File: config.mk
export PLATFORM = sky130hd
export DESIGN_NAME = fgps_front
export DESIGN_NICKNAME = d
export VERILOG_FILES = /design/src/rtl/fgps_pkg.sv /design/src/rtl/fgps_front.sv
export SDC_FILE = /design/constraint.sdc
export NUM_CORES = 1
export LEC_CHECK = 0
export BUFFER_PORTS_ARGS = -buffer_cell sky130_fd_sc_hd__buf_4
export CAP_MARGIN = 20
export CORE_ASPECT_RATIO = 0.75
export CORE_MARGIN = 4
export CORE_UTILIZATION = 44
export DETAILED_ROUTE_END_ITERATION = 8
export GPL_TIMING_DRIVEN = 0
export PLACE_DENSITY = 0.9
export SLEW_MARGIN = 20
export SYNTH_ARGS = -nofsm -noshare
export SYNTH_HDL_FRONTEND = slang
export SYNTH_SLANG_ARGS = --single-unit
File: constraint.sdc
create_clock -name vclk -period 15.4
set_input_delay 1.54 -clock vclk [all_inputs]
set_output_delay 1.54 -clock vclk [all_outputs]
set_load 0.01 [all_outputs]
File: src/rtl/fgps_pkg.sv
// shared types and constants of the filtered group-by profit accumulator
`default_nettype none

package fgps_pkg;

    // table geometry
    localparam int FGPS_TABLE_DEPTH = 1024;
    localparam int FGPS_IDX_W       = 10;
    localparam int FGPS_SUM_W       = 64;

    // queue between front and back
    localparam int FGPS_QUEUE_DEPTH = 4;

    // year window of the query
    localparam logic [15:0] FGPS_BASE_YEAR  = 16'd1997;
    localparam logic [15:0] FGPS_LAST_YEAR  = 16'd1998;
    localparam logic [10:0] FGPS_YEAR_OUT_0 = 11'd1997;

    // item functions
    localparam logic FGPS_FUNC_ACCUM = 1'b0;
    localparam logic FGPS_FUNC_READ  = 1'b1;

    // register indexes on the config port
    localparam logic [1:0] FGPS_REG_REGION  = 2'd0;
    localparam logic [1:0] FGPS_REG_MAKER_A = 2'd1;
    localparam logic [1:0] FGPS_REG_MAKER_B = 2'd2;

    typedef struct packed {
        logic        func;
        logic [7:0]  customer_region;
        logic [7:0]  supplier_region;
        logic [15:0] order_year;
        logic [7:0]  part_maker;
        logic [4:0]  supplier_nation;
        logic [3:0]  part_category;
        logic [31:0] revenue;
        logic [31:0] supply_cost;
        logic [9:0]  read_index;
    } t_in_beat;

    typedef struct packed {
        logic        entry_valid;
        logic [10:0] group_year;
        logic [4:0]  group_nation;
        logic [3:0]  group_category;
        logic [63:0] profit_sum;
    } t_out_beat;

    typedef struct packed {
        logic [7:0] region_code;
        logic [7:0] maker_code_a;
        logic [7:0] maker_code_b;
    } t_cfg;

    // classified work item handed from front to back
    typedef struct packed {
        logic                  is_read;
        logic [FGPS_IDX_W-1:0] idx;
        logic [FGPS_SUM_W-1:0] diff;
    } t_op;

    typedef struct packed {
        logic full;
        logic empty;
    } t_queue_status;

    typedef struct packed {
        logic clearing;
        logic busy;
    } t_back_status;

endpackage

`default_nettype wire

File: src/rtl/fgps_front.sv
// front end: row filter, group index and profit difference
`default_nettype none

module fgps_front import fgps_pkg::*; (
    input  wire t_in_beat i_beat,
    input  wire t_cfg     i_cfg,
    output t_op           o_op,
    output logic          o_keep
);

    logic is_read;
    logic year_ok;
    logic maker_ok;
    logic region_ok;
    logic pass;

    always_comb begin
        is_read   = (i_beat.func == FGPS_FUNC_READ);
        year_ok   = (i_beat.order_year == FGPS_BASE_YEAR) ||
                    (i_beat.order_year == FGPS_LAST_YEAR);
        maker_ok  = (i_beat.part_maker == i_cfg.maker_code_a) ||
                    (i_beat.part_maker == i_cfg.maker_code_b);
        region_ok = (i_beat.customer_region == i_cfg.region_code) &&
                    (i_beat.supplier_region == i_cfg.region_code);
        pass      = year_ok && maker_ok && region_ok;

        o_op.is_read = is_read;
        if (is_read) begin
            o_op.idx = i_beat.read_index;
        end else begin
            o_op.idx = {(i_beat.order_year == FGPS_LAST_YEAR),
                        i_beat.supplier_nation, i_beat.part_category};
        end
        // wraps modulo 2^64 when cost exceeds revenue
        o_op.diff = {32'd0, i_beat.revenue} - {32'd0, i_beat.supply_cost};
        o_keep    = is_read || pass;
    end

endmodule

`default_nettype wire

==> impl_metrics.json <==
{
  "hold-path-endpoint": "o_op[74]",
  "grt_overflow_total": 0,
  "max_freq_ghz": 0.150,
  "synth_top_family_by_area": "compound AO/OA/AOI/OAI gates",
  "crit_start": "i_beat[12]",
  "finalCritPeriodShare_pct": 43.4,
  "hold_viol": 0,
  "antenna_found_initial": 0,
  "syn_area_per_cell_um2": 7.02,
  "rows": 24,
  "fin_setup_tns_ns": 0,
  "hold_path_class": "in -> out",
  "numPortBuffers": 224,
  "syn_inst": 385,
  "cts_hold_buf": 0,
  "m1WireLength_um": 3650,
  "ant_nets": 0,
  "leakagePower_nw": 2.37,
  "dr.pass1.iters": 5,
  "drt_iter0_drc": 122,
  "io_pins": 224,
  "outcome": "finished, final reports clean",
  "report.final.slew_viol_count": 0,
  "pwr-share-comb_pct": 100.0,
  "p_per_area_nw_per_um2": 47.7,
  "synthSimpleGateAreaFrac_pct": 18.9,
  "seq_cells": 0,
  "post_cts_buffers": 0,
  "grt_pass1_wl_um": 16100,
  "finalCriticalPeriod_ns": 6.69,
  "holdCritStartpoint": "i_beat[123]",
  "clock_power_share_pct": 0,
  "highest_layer": "met4",
  "finalNetCount": 795,
  "holdWs_ns": 3.39,
  "syn_nets": 566,
  "worstPathArrival_ns": 5.15,
  "fin_area_um2": 4510,
  "tightest_slew_ns": 0.821,
  "setup_viol": 0,
  "synth_cell_types": 62,
  "clock_buffers": 0,
  "wl_met2_um": 5470,
  "hold_depth": 3,
  "gp_congestion": 0.910,
  "grt_pass1_vias": 3568,
  "core_um2": 5890,
  "vdd_drop_max_v": 0.0000384,
  "required_ns": 13.86,
  "drive_above_1_share_pct": 48.0,
  "synth_xor_area_share_pct": 13.6,
  "maxSlewHeadroom_pct": 45.2,
  "via_count": 3689,
  "dieArea_um2": 7470,
  "diodes": 0,
  "p_sw_share_pct": 45.6,
  "start_kind": "input pin",
  "die_h_um": 75.9,
  "cap_violations": 0,
  "synth-compound-area-share_pct": 30.6,
  "die_w_um": 98.5,
  "dpl_cell_area_um2": 4510,
  "dp_hpwl_um": 9530,
  "synthAdderAreaFrac_pct": 15.6,
  "seq_power_share_pct": 0,
  "yosysWarningCount": 0,
  "synth_mux_area_share_pct": 3.75,
  "crit_path_max_fanout": 10,
  "critPathCaptureType": "primary output",
  "drt_wl_total_um": 10600,
  "wl_per_cell_um": 15.3,
  "grt_max_degree": 11,
  "areaGrowthSynthToFinish_pct": 66.8,
  "via_per_inst": 5.35,
  "grtUsageTotal_pct": 25.6,
  "cell_internal_pwr_mw": 0.117,
  "met3WireLength_um": 981,
  "syn_area_um2": 2700,
  "p_sw_mw": 0.0980,
  "worstSetupPathType": "in -> out",
  "rsz0062_at_grt": "no",
  "regArea_um2": 0,
  "ys_seq_area_share_pct": 0,
  "start_util_pct": 45.9,
  "post_cts_resized": 0,
  "drc": 0,
  "postLayoutCoreUtil_pct": 76.6
}
==> worst max-delay path by stage <==
| stage | endpoint | depth (start not counted) |
|---|---|---|
| final | o_op[57] | 16 |
| after global routing | o_op[57] | 17 |
| after global placement | o_op[34] | 13 |
| after CTS | o_op[57] | 16 |
| after detailed placement | o_op[57] | 16 |
| after floorplan | o_op[33] | 11 |
==> worst max-delay path: stages <==
cell	delay (ns)
buf_4	0.08
inv_1	0.05
ha_1	0.35
nor2b_1	0.18
o2111ai_2	0.20
a21oi_2	0.12
o31ai_4	0.29
o21ai_2	0.14
a221oi_2	0.39
nor4_1	0.14
a2111oi_2	0.73
buf_4	0.29
buf_4	0.17
buf_2	0.21
buf_4	0.14
buf_4	0.11
==> power by group through the flow <==
stage	clock network [mW]	registers (mW)	logic, mW
after floorplan	0	0	0.117
after global placement	0	0	0.209
after detailed placement	0	0	0.214
after CTS	0	0	0.215
after global routing	0	0	0.232
final	0	0	0.215
==> synthesized netlist by cell type, types with 3 or more instances <==
master     n  area, µm²
o221ai_1   3       26.3
buf_4     40        300
ha_1      32        400
nor3_1     6       30.0
nand2_1   25       93.8
nand4_1   11       68.8
o21ai_0   18       90.1
a21o_1    14        105
nor2b_1    4       25.0
mux2_2     9        101
or3_1      9       56.3
a21oi_1   28        140
xor2_1     7       61.3
o21a_1     8       60.1
xnor2_1   35        307
o211ai_1   3       22.5
inv_1     43        161
nor2_1    23       86.3
nand3_1   12       60.1
a211oi_1   4       30.0
o21ai_1    3       15.0
==> logic make-up (layout without fill, tap and decap cells) <==
group                      count (synthesis)  count (layout)
AOI/OAI and AO/OA                        113             113
and+or+nand+nor                          102             102
xor gates and xnor gates                  42              42
buffers and inverters                     86             313
muxes                                      9               9
adders and majority gates                 33              33
==> area by class of cell <==
cell class / instances / area (µm²)
multi-input cells: 299 / 2230
plain buffers: 43 / 313
inverters: 43 / 161
fillers: 462 / 1380
repair buffers: 227 / 1700
well taps: 78 / 97.6
==> per-stage QoR <==
step | total power [mW] | instances | setup slack, ns
global placement | 0.209 | 687 | 6.45
detailed placement | 0.214 | 690 | 8.77
CTS | 0.215 | 690 | 8.74
finish | 0.215 | 690 | 8.71
floorplan | 0.117 | 385 | 7.38
global route | 0.232 | 690 | 8.40
==> placed cells by master (no fill, tap or decap), types with 7 or more instances in the layout <==
cell type	instances
a21o_1	14
a21oi_1	28
buf_4	266
ha_1	32
inv_1	43
mux2_2	9
nand2_1	25
nand3_1	12
nand4_1	11
nor2_1	23
o21a_1	8
o21ai_0	18
or3_1	9
xnor2_1	35
xor2_1	7
==> per-layer routing <==
| layer | GRT usage, % | vias to the layer above |
|---|---|---|
| met3 | 5.76 | 34 |
| met1 | 26.9 | 1654 |
| met5 | 0 | - |
| met2 | 50.9 | 190 |
| li1 | - | 1811 |
| met4 | 9.55 | 0 |
(Power assumes the default switching activity.)
