==> config.mk <==
export PLATFORM = sky130hd
export DESIGN_NAME = fgps_queue
export DESIGN_NICKNAME = d
export VERILOG_FILES = /design/src/rtl/fgps_pkg.sv /design/src/rtl/fgps_queue.sv
export SDC_FILE = /design/constraint.sdc
export NUM_CORES = 1
export LEC_CHECK = 0
export ABC_AREA = 1
export BUFFER_PORTS_ARGS = -buffer_cell sky130_fd_sc_hd__buf_2
export CAP_MARGIN = 0
export CORE_UTILIZATION = 55
export DETAILED_ROUTE_END_ITERATION = 16
export HOLD_SLACK_MARGIN = 0.05
export PLACE_DENSITY = 0.76
export SLEW_MARGIN = 20
export SYNTH_ARGS = -nofsm -noshare
export SYNTH_HDL_FRONTEND = slang
export SYNTH_SLANG_ARGS = --single-unit
==> constraint.sdc <==
create_clock -name i_clk -period 2.75 [get_ports i_clk]
set_input_delay 0.275 -clock i_clk [delete_from_list [all_inputs] [get_ports i_clk]]
set_output_delay 0.275 -clock i_clk [all_outputs]
set_load 0.005 [all_outputs]
==> src/rtl/fgps_pkg.sv <==
// shared types and constants of the filtered group-by profit accumulator
`default_nettype none

package fgps_pkg;

    // table geometry
    localparam int FGPS_TABLE_DEPTH = 1024;
    localparam int FGPS_IDX_W       = 10;
    localparam int FGPS_SUM_W       = 64;

    // queue between front and back
    localparam int FGPS_QUEUE_DEPTH = 4;

    // year window of the query
    localparam logic [15:0] FGPS_BASE_YEAR  = 16'd1997;
    localparam logic [15:0] FGPS_LAST_YEAR  = 16'd1998;
    localparam logic [10:0] FGPS_YEAR_OUT_0 = 11'd1997;

    // item functions
    localparam logic FGPS_FUNC_ACCUM = 1'b0;
    localparam logic FGPS_FUNC_READ  = 1'b1;

    // register indexes on the config port
    localparam logic [1:0] FGPS_REG_REGION  = 2'd0;
    localparam logic [1:0] FGPS_REG_MAKER_A = 2'd1;
    localparam logic [1:0] FGPS_REG_MAKER_B = 2'd2;

    typedef struct packed {
        logic        func;
        logic [7:0]  customer_region;
        logic [7:0]  supplier_region;
        logic [15:0] order_year;
        logic [7:0]  part_maker;
        logic [4:0]  supplier_nation;
        logic [3:0]  part_category;
        logic [31:0] revenue;
        logic [31:0] supply_cost;
        logic [9:0]  read_index;
    } t_in_beat;

    typedef struct packed {
        logic        entry_valid;
        logic [10:0] group_year;
        logic [4:0]  group_nation;
        logic [3:0]  group_category;
        logic [63:0] profit_sum;
    } t_out_beat;

    typedef struct packed {
        logic [7:0] region_code;
        logic [7:0] maker_code_a;
        logic [7:0] maker_code_b;
    } t_cfg;

    // classified work item handed from front to back
    typedef struct packed {
        logic                  is_read;
        logic [FGPS_IDX_W-1:0] idx;
        logic [FGPS_SUM_W-1:0] diff;
    } t_op;

    typedef struct packed {
        logic full;
        logic empty;
    } t_queue_status;

    typedef struct packed {
        logic clearing;
        logic busy;
    } t_back_status;

endpackage

`default_nettype wire

==> src/rtl/fgps_queue.sv <==
// small fifo of classified ops between front and back
`default_nettype none

module fgps_queue import fgps_pkg::*; #(
    parameter int DEPTH = FGPS_QUEUE_DEPTH
) (
    input  wire           i_clk,
    input  wire           i_rst_n,
    input  wire           i_push,
    input  wire t_op      i_push_op,
    input  wire           i_pop,
    output t_op           o_head,
    output t_queue_status o_status
);

    localparam int PTR_W = (DEPTH > 1) ? $clog2(DEPTH) : 1;
    localparam int CNT_W = $clog2(DEPTH + 1);

    t_op              r_mem [DEPTH];
    logic [PTR_W-1:0] r_wr_ptr, n_wr_ptr;
    logic [PTR_W-1:0] r_rd_ptr, n_rd_ptr;
    logic [CNT_W-1:0] r_count, n_count;

    function automatic logic [PTR_W-1:0] ptr_inc(input logic [PTR_W-1:0] p);
        if (p == PTR_W'(DEPTH - 1)) begin
            return '0;
        end
        return p + PTR_W'(1);
    endfunction

    always_comb begin
        n_wr_ptr = i_push ? ptr_inc(r_wr_ptr) : r_wr_ptr;
        n_rd_ptr = i_pop ? ptr_inc(r_rd_ptr) : r_rd_ptr;
        n_count  = r_count;
        if (i_push && !i_pop) begin
            n_count = r_count + CNT_W'(1);
        end else if (!i_push && i_pop) begin
            n_count = r_count - CNT_W'(1);
        end
    end

    always_ff @(posedge i_clk) begin
        if (!i_rst_n) begin
            r_wr_ptr <= '0;
            r_rd_ptr <= '0;
            r_count  <= '0;
        end else begin
            r_wr_ptr <= n_wr_ptr;
            r_rd_ptr <= n_rd_ptr;
            r_count  <= n_count;
        end
    end

    always_ff @(posedge i_clk) begin
        if (i_push) begin
            r_mem[r_wr_ptr] <= i_push_op;
        end
    end

    assign o_head         = r_mem[r_rd_ptr];
    assign o_status.full  = (r_count == CNT_W'(DEPTH));
    assign o_status.empty = (r_count == '0);

endmodule

`default_nettype wire

==> results of run 1 <==
[metrics by stage]
stage               power [mW]  hold slack, ps  util [%]
finish                    10.3            86.6      68.6
global route              10.7             119      68.6
global placement          6.55             487      60.9
floorplan                 6.17             374         -
detailed placement        6.58             490      60.9
CTS                       10.4            76.7      68.6
[power by group through the flow]
stage	sequential (mW)	clock [mW]	combinational, mW
after global placement	5.53	0	1.02
final	5.44	3.76	1.13
after detailed placement	5.54	0	1.04
after CTS	5.44	3.81	1.14
after global routing	5.46	3.99	1.24
after floorplan	5.54	0	0.633
[logic make-up after synthesis]
family	synth area share, %
compound gates	12.6
xor+xnor	0.0714
fa+ha+maj	0.775
buf+inv	3.33
flops	74.9
simple gates	8.29
[placed cells by master, fill, tap and decap left out, types with 20 or more instances in the layout]
cell,n
clkbuf_16,31
buf_2,155
edfxtp_1,300
nor2_4,45
o22ai_1,30
nor2_1,103
o21ai_0,128
o21ai_1,20
dlygate4sd3_1,77
o22ai_2,45
[area by class of cell]
type	count	area, um2	share of cell area (%)
Inverter	16	72.6	0.485
Sequential cell	309	9190	61.4
Clock inverter	17	105	0.702
Tap cell	280	350	2.34
Timing Repair Buffer	249	1770	11.9
Multi-Input combinational cell	411	2670	17.8
Clock buffer	37	798	5.33
[registers in the layout, summed over array words and instances (netlist names), named ones only]
| name | count |
|---|---|
| r_count | 3 |
| r_mem | 300 |
| r_rd_ptr | 2 |
| r_wr_ptr | 2 |
[critical path, cell delays in order (launching register included)]
cell     delay [ps]
dfxtp_4         510
buf_12          370
o21ai_0         210
o22ai_1         230
buf_2           170
[final timing paths]
check	from	end	slack (ps)
setup reg to reg	r_wr_ptr[0]	r_mem[0][38]	900
hold reg to reg	r_rd_ptr[1]	flip-flop	530
hold / removal	i_push	r_wr_ptr[1]	90
setup / recovery	flip-flop	o_head[70]	240
[layer usage]
layer	routed length [um]	share of wire [%]	vias to the layer above	track usage, %
met4	478	2.0	2	6.05
met5	11	0.046	-	0
li1	-	-	3419	-
met2	12300	51	231	36.7
met3	1450	6.1	42	3.46
met1	9750	41	3502	26.6
[what timing repair did]
action,CTS,global route
hold buffers,77,0
endpoints found under the hold margin,309,0
gates resized for setup,0,0
==> impl_metrics.env, run 1 <==
export IMPL_synth_area_um2=12300
export IMPL_grtUsageTotal_pct=20.9
export IMPL_ys_ff_latch=309
export IMPL_placedCellCount=1188
export IMPL_ys_flop_type="edfxtp_1"
export IMPL_clockBufferDepth=3
export IMPL_drtAntennaViolNets=0
export IMPL_crit_path_end_kind="output pin"
export IMPL_drt_wirelength_per_cell_um=18.2
export IMPL_vias_per_cell=5.46
export IMPL_nFillCells=1452
export IMPL_cts_sinks=309
export IMPL_fin_area_um2=15000
export IMPL_cts_tree="yes"
export IMPL_path_clk_slew_ps=60
export IMPL_p_sw_share_pct=22.8
export IMPL_crit_fanout=132
export IMPL_finalCritPeriodShare_pct=91.4
export IMPL_yosysUniqueCellTypes=26
export IMPL_numCtsBuffers=30
export IMPL_fin_cells=1319
export IMPL_rsz0062_at_grt="no"
export IMPL_pwr_share_clk_pct=36.4
export IMPL_cap_violations=0
export IMPL_yosysTopAreaCell="edfxtp_1"
export IMPL_ys_warn_count=0
export IMPL_antenna_found_initial=1
export IMPL_arrival_ps=2240
export IMPL_rows=54
export IMPL_cp_start_kind="flip-flop"
export IMPL_gp_congestion=0.729
export IMPL_dp_hpwl_um=12800
export IMPL_outcome="finished, final reports clean"
export IMPL_setup_violations=0
export IMPL_synth_common_cells="300 x edfxtp_1, 128 x o21ai_0, 103 x nor2_1, 45 x nor2_4, 45 x o22ai_2"
export IMPL_place_ws_ps=849
export IMPL_slew_headroom_pct=44.9
export IMPL_fin_nets=1103
export IMPL_seq_power_share_pct=52.7
export IMPL_synth_edff_count=300
export IMPL_hold_path_class="in -> reg"
export IMPL_p_sw_mw=2.35
export IMPL_maxSlewViolCount=0
export IMPL_grt_max_degree=133
export IMPL_die_x_um=151
export IMPL_comb_power_share_pct=10.9
export IMPL_grt_overflow=0
export IMPL_hold_violations=0
export IMPL_clock_skew_ps=11.4
export IMPL_start_util_pct=56.2
export IMPL_p_per_area_nw_per_um2=690
export IMPL_drtIter0Drc=428
export IMPL_dpl_cell_area_um2=13300
export IMPL_p_int_mw=7.98
export IMPL_r2r_worst_path_cells=5
export IMPL_post_cts_setup_buffers=0
export IMPL_min_period_ps=2510
export IMPL_crit_type="reg -> out"
export IMPL_insertion_delay_ps=550
export IMPL_synth_top_area_share_pct=73.4
export IMPL_yosys_top_cells_area="edfxtp_1 73%, o21ai_0 5.2%, o22ai_2 4.6%"
export IMPL_grt_pass1_wl_um=36200
export IMPL_core_um2=21800
export IMPL_dieArea_um2=22900
export IMPL_diodes=0
export IMPL_worstMarginPinSlew_ps=826
export IMPL_ios=156
export IMPL_wirelength_um=24000
export IMPL_fin_ws_ps=237
export IMPL_cp_data_required_time_ps=2480
export IMPL_synth_avg_cell_area_um2=15.6
export IMPL_layout_drive_gt1_share_pct=31.2
export IMPL_synthToLayoutAreaGrowth_pct=22.0
export IMPL_synth_nets=870
export IMPL_fin_tns_setup_ps=0
export IMPL_drc_errors=0
export IMPL_via_count=7196
export IMPL_yosysMostFrequentCell="edfxtp_1"
export IMPL_port_buffers=155
export IMPL_clock_root_buffer="clkbuf_16"
export IMPL_peakVddDrop_mv=0.629
export IMPL_grt_pass1_vias=7038
export IMPL_leakagePower_nw=5.25
export IMPL_holdPathStages=3
export IMPL_synthCells=784
export IMPL_synth_seq_area_share_pct=74.9
export IMPL_htreeDepth=1
export IMPL_async_flop_share_pct=0
export IMPL_die_y_um=151
export IMPL_fmax_mhz=398
export IMPL_first_pass_iters=5
No activity file was read; power rests on OpenSTA's default activity.
==> inputs of run 2 (changes only) <==
- GPL_TIMING_DRIVEN: unset -> 0
==> run 2 against run 1 <==
Net effect:
- setup slack got worse by 55 ps
- cell count is 2.6% higher
- fmax is 2.1% lower
- clock skew fell by 3.4 ps
- first-iteration DRC count is 4.9% lower
- sequential share of layout area is 1.3 points lower
- sequential cell count unchanged
- total power rose by 4.8%
- critical path type unchanged
- critical endpoint is now o_head[32]
==> impl_metrics.env, run 2 (synthesis results as in run 1) <==
export IMPL_outcome="finished, final reports clean"
export IMPL_port_buffers=155
export IMPL_layout_drive_gt1_share_pct=31.8
export IMPL_finalHoldWorstSlack_ps=93.9
export IMPL_mostFrequentLayoutCells="300 x edfxtp_1, 169 x buf_2, 128 x o21ai_0, 103 x nor2_1, 76 x dlygate4sd3_1"
export IMPL_slew_headroom_pct=58.5
export IMPL_cp_data_required_time_ps=2480
export IMPL_drt_wirelength_per_cell_um=19.1
export IMPL_first_pass_iters=4
export IMPL_finalCritPeriodShare_pct=93.4
export IMPL_rsz0062_at_grt="no"
export IMPL_cp_slowest_stage_delay_ps=620
export IMPL_via_count=7455
export IMPL_ios=156
export IMPL_rrSetupSlack_ps=920
export IMPL_busiest_layer="met2"
export IMPL_clock_root_buffer="clkbuf_16"
export IMPL_use_met2_pct=40.1
export IMPL_cap_violations=0
export IMPL_fin_cells=1353
export IMPL_crit_type="reg -> out"
export IMPL_dp_hpwl_um=15000
export IMPL_crit_chain="buf_6 -> clkbuf_1 -> nor2_1 -> o22ai_2 -> buf_2"
export IMPL_dpl_cell_area_um2=13500
export IMPL_fin_area_um2=15300
export IMPL_die_y_um=151
export IMPL_clock_skew_ps=7.96
export IMPL_hold_violations=0
export IMPL_grt_pass1_wl_um=39600
export IMPL_numCtsBuffers=30
export IMPL_drc_errors=0
export IMPL_crit_fanout=10
export IMPL_cts_sinks=309
export IMPL_wirelength_um=25900
export IMPL_hold_path_class="in -> reg"
export IMPL_nFillCells=1436
export IMPL_leakagePower_nw=5.42
export IMPL_cp_top_family="buffers and inverters"
export IMPL_fin_tns_setup_ps=0
export IMPL_vias_per_cell=5.51
export IMPL_setup_violations=0
export IMPL_maxSlewViolCount=0
export IMPL_fin_nets=1137
export IMPL_start_util_pct=56.2
export IMPL_arrival_ps=2290
export IMPL_htreeDepth=1
export IMPL_grt_pass1_vias=7533
export IMPL_critPathBufInv=3
export IMPL_final_util_pct=70.1
export IMPL_insertion_delay_ps=540
export IMPL_diodes=0
export IMPL_grt_max_degree=49
export IMPL_core_um2=21800
export IMPL_dieArea_um2=22900
export IMPL_peakVddDrop_mv=0.609
export IMPL_grtUsageTotal_pct=23.1
export IMPL_use_met3_pct=3.98
export IMPL_clockBufferDepth=3
export IMPL_synthToLayoutAreaGrowth_pct=24.6
export IMPL_grt_overflow=0
export IMPL_p_per_area_nw_per_um2=708
export IMPL_fmax_mhz=389
export IMPL_fin_ws_ps=182
export IMPL_gr_usage_met1_pct=30.0
export IMPL_min_period_ps=2570
export IMPL_placedCellCount=1223
export IMPL_crit_path_top_delay_cell="dfxtp_1"
export IMPL_reg_top3="r_mem (300), r_count (3)"
export IMPL_largest_register_ffs=300
export IMPL_crit_path_end_kind="output pin"
export IMPL_cts_tree="yes"
export IMPL_path_clk_slew_ps=60
export IMPL_drtAntennaViolNets=0
export IMPL_gp_congestion=0.731
export IMPL_rows=54
export IMPL_die_x_um=151
export IMPL_drtIter0Drc=407
export IMPL_worstMarginPinSlew_ps=622
export IMPL_antenna_found_initial=0
export IMPL_total_power_mw=10.8
export IMPL_regMostFlops="r_mem"
export IMPL_cp_start_kind="flip-flop"
export IMPL_place_ws_ps=692
export IMPL_layout_commonest_cell="edfxtp_1"
[run 2: cell types whose count changed in the layout (fill, tap and decap cells not counted), sizes merged]
cell,delta
inv,+3
buf,+13
clkinvlp,-1
clkbuf,+24
clkinv,-7
bufinv,+3
dlygate4sd3,-1
[run 2: timing repair]
action / CTS / global route
hold endpoints to repair: 307 / 0
hold buffers: 76 / 0
setup buffers: 0 / 0
resized for setup: 0 / 0
[run 2: final cells by class]
class | instances | area, um2 | share of cell area, %
Clock inverter | 15 | 168 | 1.10
Sequential cell | 309 | 9190 | 60.1
Tap cell | 280 | 350 | 2.29
Buffer | 48 | 344 | 2.25
Inverter | 16 | 75.1 | 0.491
Clock buffer | 39 | 856 | 5.60
Timing Repair Buffer | 235 | 1640 | 10.7
Multi-Input combinational cell | 411 | 2670 | 17.5
[run 2: final timing paths]
check	from	end	cells after the start
worst min-delay path	i_push	r_wr_ptr[1]	3
worst max register to register	r_wr_ptr[0]	r_mem[3][41]	4
worst min register to register	r_wr_ptr[1]	r_wr_ptr[1]	2
worst max-delay path	flip-flop	o_head[32]	5
[run 2: layer usage]
layer	part of all wire [%]	vias up
li1	-	3494
met1	41	3658
met2	51	263
met3	6.4	40
met4	1.9	0
met5	0	-
[run 2: worst register-to-register path: stages (launching register included)]
cell     delay, ps
dfxtp_1        410
ha_1           190
nand2_1         90
inv_4          460
buf_12         330
[run 2: power by group]
group,switching [mW],internal [mW]
Combinational,0.705,0.498
Clock,1.64,2.54
Sequential,0.0601,5.38
==> inputs of run 3 (changes only) <==
- RECOVER_POWER: unset -> 100
==> run 3 against run 2 <==
Net effect:
- setup slack got worse by 71 ps
- clock skew increased by 1.0 ps
- critical endpoint is now o_head[24]
- the run now ends with capacitance limit, slew limit left
- clock power about the same
- largest power group unchanged
- global-route usage unchanged
- highest routed layer unchanged
==> impl_metrics.env, run 3 (synthesis results as in run 1) <==
export IMPL_outcome="complete, but fails checks"
export IMPL_violations="capacitance limit, slew limit"
export IMPL_worstMarginPinSlew_ps=1770
export IMPL_setup_violations=0
export IMPL_maxSlewViolCount=68
export IMPL_seq_power_share_pct=50.5
export IMPL_gp_congestion=0.731
export IMPL_clock_root_buffer="clkbuf_16"
export IMPL_mostFrequentLayoutCells="300 x edfxtp_1, 144 x clkbuf_1, 136 x o21ai_0, 103 x nor2_1, 76 x dlygate4sd3_1"
export IMPL_p_per_area_nw_per_um2=716
export IMPL_grt_max_degree=49
export IMPL_die_x_um=151
export IMPL_drt_wirelength_per_cell_um=19.2
export IMPL_leakagePower_nw=5.07
export IMPL_first_pass_iters=4
export IMPL_fmax_mhz=379
export IMPL_finalCritPeriodShare_pct=95.9
export IMPL_hold_violations=0
export IMPL_clockBufferDepth=3
export IMPL_post_cts_setup_buffers=0
export IMPL_ios=156
export IMPL_pwr_share_clk_pct=38.9
export IMPL_grt_pass1_vias=7533
export IMPL_fin_nets=1137
export IMPL_slew_headroom_pct=-18.0
export IMPL_path_clk_slew_ps=60
export IMPL_clock_skew_ps=8.97
export IMPL_grt_overflow=0
export IMPL_diodes=0
export IMPL_hold_path_class="in -> reg"
export IMPL_rsz0062_at_grt="no"
export IMPL_crit_fanout=10
export IMPL_ctsHoldBuffers=76
export IMPL_p_sw_share_pct=22.3
export IMPL_min_period_ps=2640
export IMPL_peakVddDrop_mv=0.605
export IMPL_via_count=7454
export IMPL_port_buffers=155
export IMPL_reg_top3="r_mem (300), r_count (3)"
export IMPL_crit_path_end_kind="output pin"
export IMPL_arrival_ps=2360
export IMPL_layout_drive_gt1_share_pct=20.0
export IMPL_start_util_pct=56.2
export IMPL_grt_pass1_wl_um=39600
export IMPL_crit_type="reg -> out"
export IMPL_drtIter0Drc=410
export IMPL_htreeDepth=1
export IMPL_core_um2=21800
export IMPL_final_util_pct=69.0
export IMPL_die_y_um=151
export IMPL_antenna_found_initial=0
export IMPL_vias_per_cell=5.51
export IMPL_drc_errors=0
export IMPL_p_int_mw=8.37
export IMPL_cp_start_kind="flip-flop"
export IMPL_cts_tree="yes"
export IMPL_layout_commonest_cell="edfxtp_1"
export IMPL_wirelength_um=25900
export IMPL_cp_data_required_time_ps=2480
export IMPL_dieArea_um2=22900
export IMPL_numCtsBuffers=30
export IMPL_grtUsageTotal_pct=23.1
export IMPL_synthToLayoutAreaGrowth_pct=22.8
export IMPL_regMostFlops="r_mem"
export IMPL_fin_tns_setup_ps=0
export IMPL_rows=54
export IMPL_ctsResizeCount=0
export IMPL_insertion_delay_ps=540
export IMPL_cts_sinks=309
export IMPL_dp_hpwl_um=15000
export IMPL_cap_violations=2
export IMPL_largest_register_ffs=300
export IMPL_drtAntennaViolNets=0
export IMPL_comb_power_share_pct=10.7
export IMPL_p_sw_mw=2.41
run 3: cell count changes in the layout (fill, tap and decap cells not counted), sizes merged:
| cell | previous run | this run |
|---|---|---|
| buf | 185 | 59 |
| clkbuf | 61 | 187 |
run 3: layout make-up:
cell class / count / area (um2)
clock buffers: 39 / 856
inverters: 16 / 65.1
repair buffers: 235 / 1460
multi-input cells: 411 / 2650
plain buffers: 48 / 332
fillers: 1499 / 6760
flip-flops and latches: 309 / 9190
well taps: 280 / 350
clock inverters: 15 / 168
run 3: worst paths after layout:
path	start	end	slack [ps]	cells after the start
hold reg to reg	r_wr_ptr[1]	r_wr_ptr[1]	530	2
setup / recovery	flip-flop	o_head[24]	110	5
setup reg to reg	r_wr_ptr[0]	r_mem[2][35]	160	5
hold / removal	i_push	r_wr_ptr[1]	90	3
run 3: power groups by stage:
stage / Sequential (mW) / Clock (mW) / Combinational (mW)
after floorplan: 5.54 / 0 / 0.633
after global placement: 5.55 / 0 / 1.07
after detailed placement: 5.54 / 0 / 1.12
after CTS: 5.44 / 4.23 / 1.21
after global routing: 5.46 / 4.40 / 1.27
final: 5.44 / 4.19 / 1.15
run 3: layer usage:
layer,GRT usage (%),up-vias,share of wire [%]
met4,6.10,0,1.8
met2,40.1,262,51
li1,-,3492,-
met1,30.0,3665,40
met5,0,-,0
met3,3.98,35,6.8
run 3: worst max-delay path, cell delays in order (launching register included):
cell and delay (ps):
dfxtp_1 630, buf_6 250, clkbuf_1 440, nor2_1 100, o22ai_1 220, buf_2 170
run 3: metrics by stage:
stage / total power [mW] / setup WS (ps) / cell area (um2) / hold slack [ps] / cells
after global placement: 6.63 / -911 / 13400 / 487 / 1219
after global routing: 11.1 / 8.79 / 15100 / 125 / 1353
after detailed placement: 6.66 / 692 / 13500 / 490 / 1223
after floorplan: 6.17 / 277 / 12300 / 374 / 784
after CTS: 10.9 / 107 / 15300 / 82.6 / 1353
final: 10.8 / 112 / 15100 / 93.5 / 1353
